`src/rtl/core/pcrl_pkg.sv`:
```
// Package: constants, class ROM tables and controller/datapath interface types
package pcrl_pkg;

  localparam int NUM_CLASSES = 32;
  localparam int NUM_SLOTS   = 512;
  localparam int STAMP_BITS  = 32;

  localparam int CLASS_W      = $clog2(NUM_CLASSES);
  localparam int SLOT_W       = $clog2(NUM_SLOTS);
  localparam int CLASS_CODE_W = 8;
  localparam int COUNT_W      = 7;
  localparam int LIMIT_W      = 7;
  localparam int HOLD_W       = 5;
  localparam int OPCODE_W     = 2;
  localparam int STATUS_W     = 2;
  localparam int NOW_W        = 32;

  localparam logic [OPCODE_W-1:0] OP_CHECK  = 2'd0;
  localparam logic [OPCODE_W-1:0] OP_ADMIT  = 2'd1;
  localparam logic [OPCODE_W-1:0] OP_EXPIRE = 2'd2;

  localparam logic [STATUS_W-1:0] STATUS_OK        = 2'd0;
  localparam logic [STATUS_W-1:0] STATUS_UNLIMITED = 2'd1;
  localparam logic [STATUS_W-1:0] STATUS_FULL      = 2'd2;
  localparam logic [STATUS_W-1:0] STATUS_INVALID   = 2'd3;

  typedef struct packed {
    logic clear_step;
    logic take_item;
    logic scan_step;
    logic decide;
  } pcrl_cmd_t;

  typedef struct packed {
    logic clear_last;
    logic scan_last;
  } pcrl_stat_t;

  function automatic logic [HOLD_W-1:0] class_hold(input logic [CLASS_W-1:0] c);
    logic [HOLD_W-1:0] h;
    case (c)
      5'd0, 5'd1, 5'd4, 5'd5, 5'd6, 5'd8, 5'd13, 5'd15,
      5'd23, 5'd24, 5'd26, 5'd27:                          h = 5'd5;
      5'd2, 5'd3, 5'd7, 5'd16, 5'd17, 5'd18, 5'd19, 5'd20,
      5'd21, 5'd22, 5'd28, 5'd29, 5'd30, 5'd31:            h = 5'd10;
      5'd9, 5'd10, 5'd14:                                  h = 5'd20;
      5'd25:                                               h = 5'd2;
      default:                                             h = 5'd0;
    endcase
    return h;
  endfunction

  function automatic logic [LIMIT_W-1:0] class_limit(input logic [CLASS_W-1:0] c);
    logic [LIMIT_W-1:0] l;
    case (c)
      5'd1, 5'd16, 5'd18:                           l = 7'd20;
      5'd2, 5'd3, 5'd4, 5'd8, 5'd19, 5'd28, 5'd31:  l = 7'd5;
      5'd5, 5'd6, 5'd23:                            l = 7'd30;
      5'd7, 5'd13, 5'd15, 5'd17, 5'd29, 5'd30:      l = 7'd10;
      5'd9, 5'd10, 5'd14:                           l = 7'd1;
      5'd20, 5'd21, 5'd22:                          l = 7'd2;
      5'd25:                                        l = 7'd80;
      5'd26, 5'd27:                                 l = 7'd40;
      default:                                      l = 7'd0;
    endcase
    return l;
  endfunction

  // first slot owned by each class: prefix sums of the limits
  function automatic logic [SLOT_W-1:0] class_base(input logic [CLASS_W-1:0] c);
    logic [SLOT_W-1:0] b;
    case (c)
      5'd0, 5'd1: b = 9'd0;
      5'd2:       b = 9'd20;
      5'd3:       b = 9'd25;
      5'd4:       b = 9'd30;
      5'd5:       b = 9'd35;
      5'd6:       b = 9'd65;
      5'd7:       b = 9'd95;
      5'd8:       b = 9'd105;
      5'd9:       b = 9'd110;
      5'd10:      b = 9'd111;
      5'd11, 5'd12, 5'd13: b = 9'd112;
      5'd14:      b = 9'd122;
      5'd15:      b = 9'd123;
      5'd16:      b = 9'd133;
      5'd17:      b = 9'd153;
      5'd18:      b = 9'd163;
      5'd19:      b = 9'd183;
      5'd20:      b = 9'd188;
      5'd21:      b = 9'd190;
      5'd22:      b = 9'd192;
      5'd23:      b = 9'd194;
      5'd24, 5'd25: b = 9'd224;
      5'd26:      b = 9'd304;
      5'd27:      b = 9'd344;
      5'd28:      b = 9'd384;
      5'd29:      b = 9'd389;
      5'd30:      b = 9'd399;
      5'd31:      b = 9'd409;
      default:    b = 9'd0;
    endcase
    return b;
  endfunction

endpackage

```
`src/rtl/core/pcrl_ctrl.sv`:
```
// Controller: clear pass, accept, expiry scan, decision and result handshake
module pcrl_ctrl import pcrl_pkg::*; (
  input  logic       clk,
  input  logic       rst,
  input  logic       s_tvalid,
  output logic       s_tready,
  output logic       m_tvalid,
  input  logic       m_tready,
  output pcrl_cmd_t  cmd,
  input  pcrl_stat_t stat
);

  localparam logic [2:0] ST_CLEAR  = 3'd0;
  localparam logic [2:0] ST_IDLE   = 3'd1;
  localparam logic [2:0] ST_SCAN   = 3'd2;
  localparam logic [2:0] ST_DRAIN  = 3'd3;
  localparam logic [2:0] ST_DECIDE = 3'd4;

  logic [2:0] state;
  logic [2:0] state_next;
  logic       out_free;

  assign out_free = !m_tvalid || m_tready;
  assign s_tready = (state == ST_IDLE);

  always_comb begin
    cmd.clear_step = (state == ST_CLEAR);
    cmd.take_item  = (state == ST_IDLE) && s_tvalid;
    cmd.scan_step  = (state == ST_SCAN);
    cmd.decide     = (state == ST_DECIDE) && out_free;
  end

  always_comb begin
    state_next = state;
    case (state)
      ST_CLEAR:  if (stat.clear_last) state_next = ST_IDLE;
      ST_IDLE:   if (s_tvalid) state_next = ST_SCAN;
      ST_SCAN:   if (stat.scan_last) state_next = ST_DRAIN;
      ST_DRAIN:  state_next = ST_DECIDE;
      ST_DECIDE: if (out_free) state_next = ST_IDLE;
      default:   state_next = ST_CLEAR;
    endcase
  end

  always_ff @(posedge clk) begin
    if (rst) begin
      state    <= ST_CLEAR;
      m_tvalid <= 1'b0;
    end else begin
      state <= state_next;
      if (cmd.decide) begin
        m_tvalid <= 1'b1;
      end else if (m_tready) begin
        m_tvalid <= 1'b0;
      end
    end
  end

endmodule

```
`config.mk`:
```
export PLATFORM = sky130hd
export DESIGN_NAME = pcrl_ctrl
export DESIGN_NICKNAME = d
export VERILOG_FILES = /design/src/rtl/core/pcrl_pkg.sv /design/src/rtl/core/pcrl_ctrl.sv
export SDC_FILE = /design/constraint.sdc
export NUM_CORES = 1
export LEC_CHECK = 0
export BUFFER_PORTS_ARGS = -buffer_cell sky130_fd_sc_hd__buf_2
export CORE_AREA = 2 2 39 41
export DETAILED_ROUTE_END_ITERATION = 10
export DIE_AREA = 0 0 41 43
export GPL_TIMING_DRIVEN = 1
export SLEW_MARGIN = 15
export SYNTH_ARGS = -nofsm -noshare
export SYNTH_HDL_FRONTEND = slang
export SYNTH_SLANG_ARGS = --single-unit
```
`constraint.sdc`:
```
create_clock -name clk -period 1.1 [get_ports clk]
set_input_delay 0.055 -clock clk [delete_from_list [all_inputs] [get_ports clk]]
set_output_delay 0.055 -clock clk [all_outputs]
set_load 0.05 [all_outputs]
```
==> reports/results.txt <==
status - complete, but fails checks
failing checks - negative setup slack
average footprint of a synthesized cell - 8.13 µm²
Power Density - 1250 nW/µm²
gpl congestion - 0.681
CP Buf/Inv Count - 2
CTS root buffer - clkbuf_4
Total Wirelength - 562 µm
DR iter-0 viols - 0
CTS Buffer Depth - 2
wire per inst - 9.21 µm
Setup violations, final - 2
WP data required - 1040 ps
Max Transition Viols Final - 0
first-pass GRT wire length - 834 µm
hold slack - 26.0 ps
Post-layout nets - 53
Largest stage delay, worst path - 360 ps
number of I/O pins - 12
Area Overhead vs Synth - 89.6%
Worst Hold Launch - rst
drt first pass iters - 1
Avg Vias per Cell - 4.15
Die H - 43 µm
chip width - 41 µm
Pleak - 0.186 nW
yosys warns - 0
RSZ-0062 raised after global routing - true
Seq cells post-synth - 4
worst flop-to-flop path endpoint - state[0]$_SDFFE_PP0P_
final antenna diode count - 0
Distinct cells, synth - 17
row count - 14
Mapped Area - 228 µm²
die footprint - 1760 µm²
post-layout min period - 1140 ps
fin util - 0.312
dpl hpwl - 413 µm
TNS Setup - -82.2 ps
startpoint types - register
post-route ant nets - 0
core area - 1380 µm²
gr ovfl total - 0
clk sinks - 4
Clock Skew - 2.32 ps
Tcrit/Tclk final - 1.04
Worst Hold Path Cells - 2
largest fanout on the critical path - 6
peak supply drop - 627 µV
cells on worst reg2reg path - 4
Initial Utilization - 0.165
# H-tree levels - 1
# fillers - 147
GRT Total Usage - 0.0802
Crit path depth - 3
Max Cap Viol - 0
HP Class - in2reg
largest net degree at the start of global routing - 9
initial antenna violation count - 0
Seq/Total Area, Yosys - 0.352
post-route DRC violation count - 0
CP endpoint kind - output pin
critical path's top delay family - flip-flops
Critical Path Slowest Stage Cell - dfxtp_4
CP cell instances - buf_4, nor3_2, buf_6
vias post-DR - 253
final count of hold timing violations - 0
Slew @ Worst Pin - 247 ps
Worst slew margin - 0.837
worst skew pair latency - 230 ps
CTS clk-pin slew, worst paths - 40 ps
Mapped Nets - 34
reg2reg setup slack - 40 ps
final worst slack - -42.5 ps
reg2reg start - state[2]$_SDFFE_PP0P_
layout cells sized above 1 - 0.711
Cells after Synth - 28
CTS tree - done
crit path kind - reg2out
vias in the first global route - 223
Worst Path Arrival - 1090 ps
Port Buf Inserts - 11
hold path endpoint - state[0]$_SDFFE_PP0P_
Fmax - 0.875 GHz
Hold Buf Count CTS - 0
number of buffers created by CTS - 3
pre-CTS setup slack - 22.9 ps
[flip-flops by register name (all words and copies together), names as in the netlist]
| register | count |
|---|---|
| m_tvalid | 1 |
| state | 3 |
[metal layers]
layer | share of wire | vias to the layer above | GRT usage
li1 | - | 133 | -
met1 | 0.37 | 113 | 0.0703
met2 | 0.56 | 5 | 0.106
met3 | 0.044 | 2 | 0.0471
met4 | 0.025 | 0 | 0.100
met5 | 0 | - | 0
[power by group]
group / leakage [nW] / total (mW) / internal (mW) / switching [mW]
clock: 0.0138 / 0.177 / 0.122 / 0.0551
combinational: 0.137 / 0.189 / 0.0824 / 0.106
sequential: 0.0353 / 0.174 / 0.153 / 0.0212
[what timing repair did]
| item | in CTS | in global routing |
|---|---|---|
| setup endpoints to repair | 5 | 5 |
| setup buffers | 1 | 2 |
| gates resized for setup | 15 | 7 |
[layout by cell type (no fill, tap or decap)]
cell type,Yosys,final
buf_2,1,6
buf_4,0,4
a221oi_2,1,1
clkbuf_4,0,3
dfxtp_4,0,3
buf_6,0,5
nand3_1,1,1
a21oi_1,3,3
and2b_1,1,1
nand2_1,2,1
nor2b_2,0,1
nand2_2,0,1
mux2i_1,1,1
or2b_1,1,1
nand3b_1,1,1
nor2b_1,2,1
dfxtp_2,0,1
nor2_2,0,2
and2_1,1,1
nor2_4,0,2
nor3_2,0,1
and2b_2,1,1
nor3_1,2,1
a2bb2oi_1,1,1
nand2b_4,0,1
[worst reg2reg max path, cell delays in order, from the launching register on]
cell and delay, ps:
dfxtp_4 360, nand2b_4 150, buf_4 130, a2bb2oi_1 140, a221oi_2 200
[logic make-up after synthesis]
group | count (synthesis) | share of synthesized area
AOI/OAI and AO/OA | 5 | 0.170
buffers and inverters | 1 | 0.0220
DFF | 4 | 0.352
muxes | 1 | 0.0440
and+or+nand+nor | 17 | 0.412
[worst max-delay path by stage]
stage	endpoint	startpoint
floorplan	cmd[3]	state[1]$_SDFFE_PP0P_
global placement	cmd[2]	state[0]$_SDFFE_PP0P_
detailed placement	cmd[2]	state[0]$_SDFFE_PP0P_
CTS	cmd[2]	state[2]$_SDFFE_PP0P_
global route	cmd[2]	state[2]$_SDFFE_PP0P_
finish	cmd[3]	state[1]$_SDFFE_PP0P_
[cell usage after synthesis (all sizes together)]
library cell  instances  area share
nand2                 2       0.033
nand3                 1       0.022
nor2                  4       0.066
nor3                  2       0.044
mux2i                 1       0.044
dfxtp                 4        0.35
nand3b                1       0.033
and2                  1       0.027
nand2b                1       0.027
a2bb2oi               1       0.038
a21oi                 3       0.066
buf                   1       0.022
nor2b                 2       0.055
or2b                  1       0.033
a221oi                1       0.066
and2b                 2       0.071
[through the flow]
| step | area (µm²) | cells | total power, mW |
|---|---|---|---|
| after CTS | 395 | 59 | 0.540 |
| after global placement | 322 | 55 | 0.319 |
| final | 432 | 61 | 0.540 |
| after global routing | 432 | 61 | 0.582 |
| after detailed placement | 322 | 55 | 0.319 |
| after floorplan | 244 | 28 | 0.283 |
[area by class of cell]
type                            count  area, µm²  share of cell area
Sequential cell                     4       92.6               0.214
Multi-Input combinational cell     23        180               0.417
Tap cell                           16       20.0              0.0464
Clock buffer                        3       22.5              0.0522
Timing Repair Buffer               15        116               0.270
Note: power is estimated with default switching activity, not from simulation.
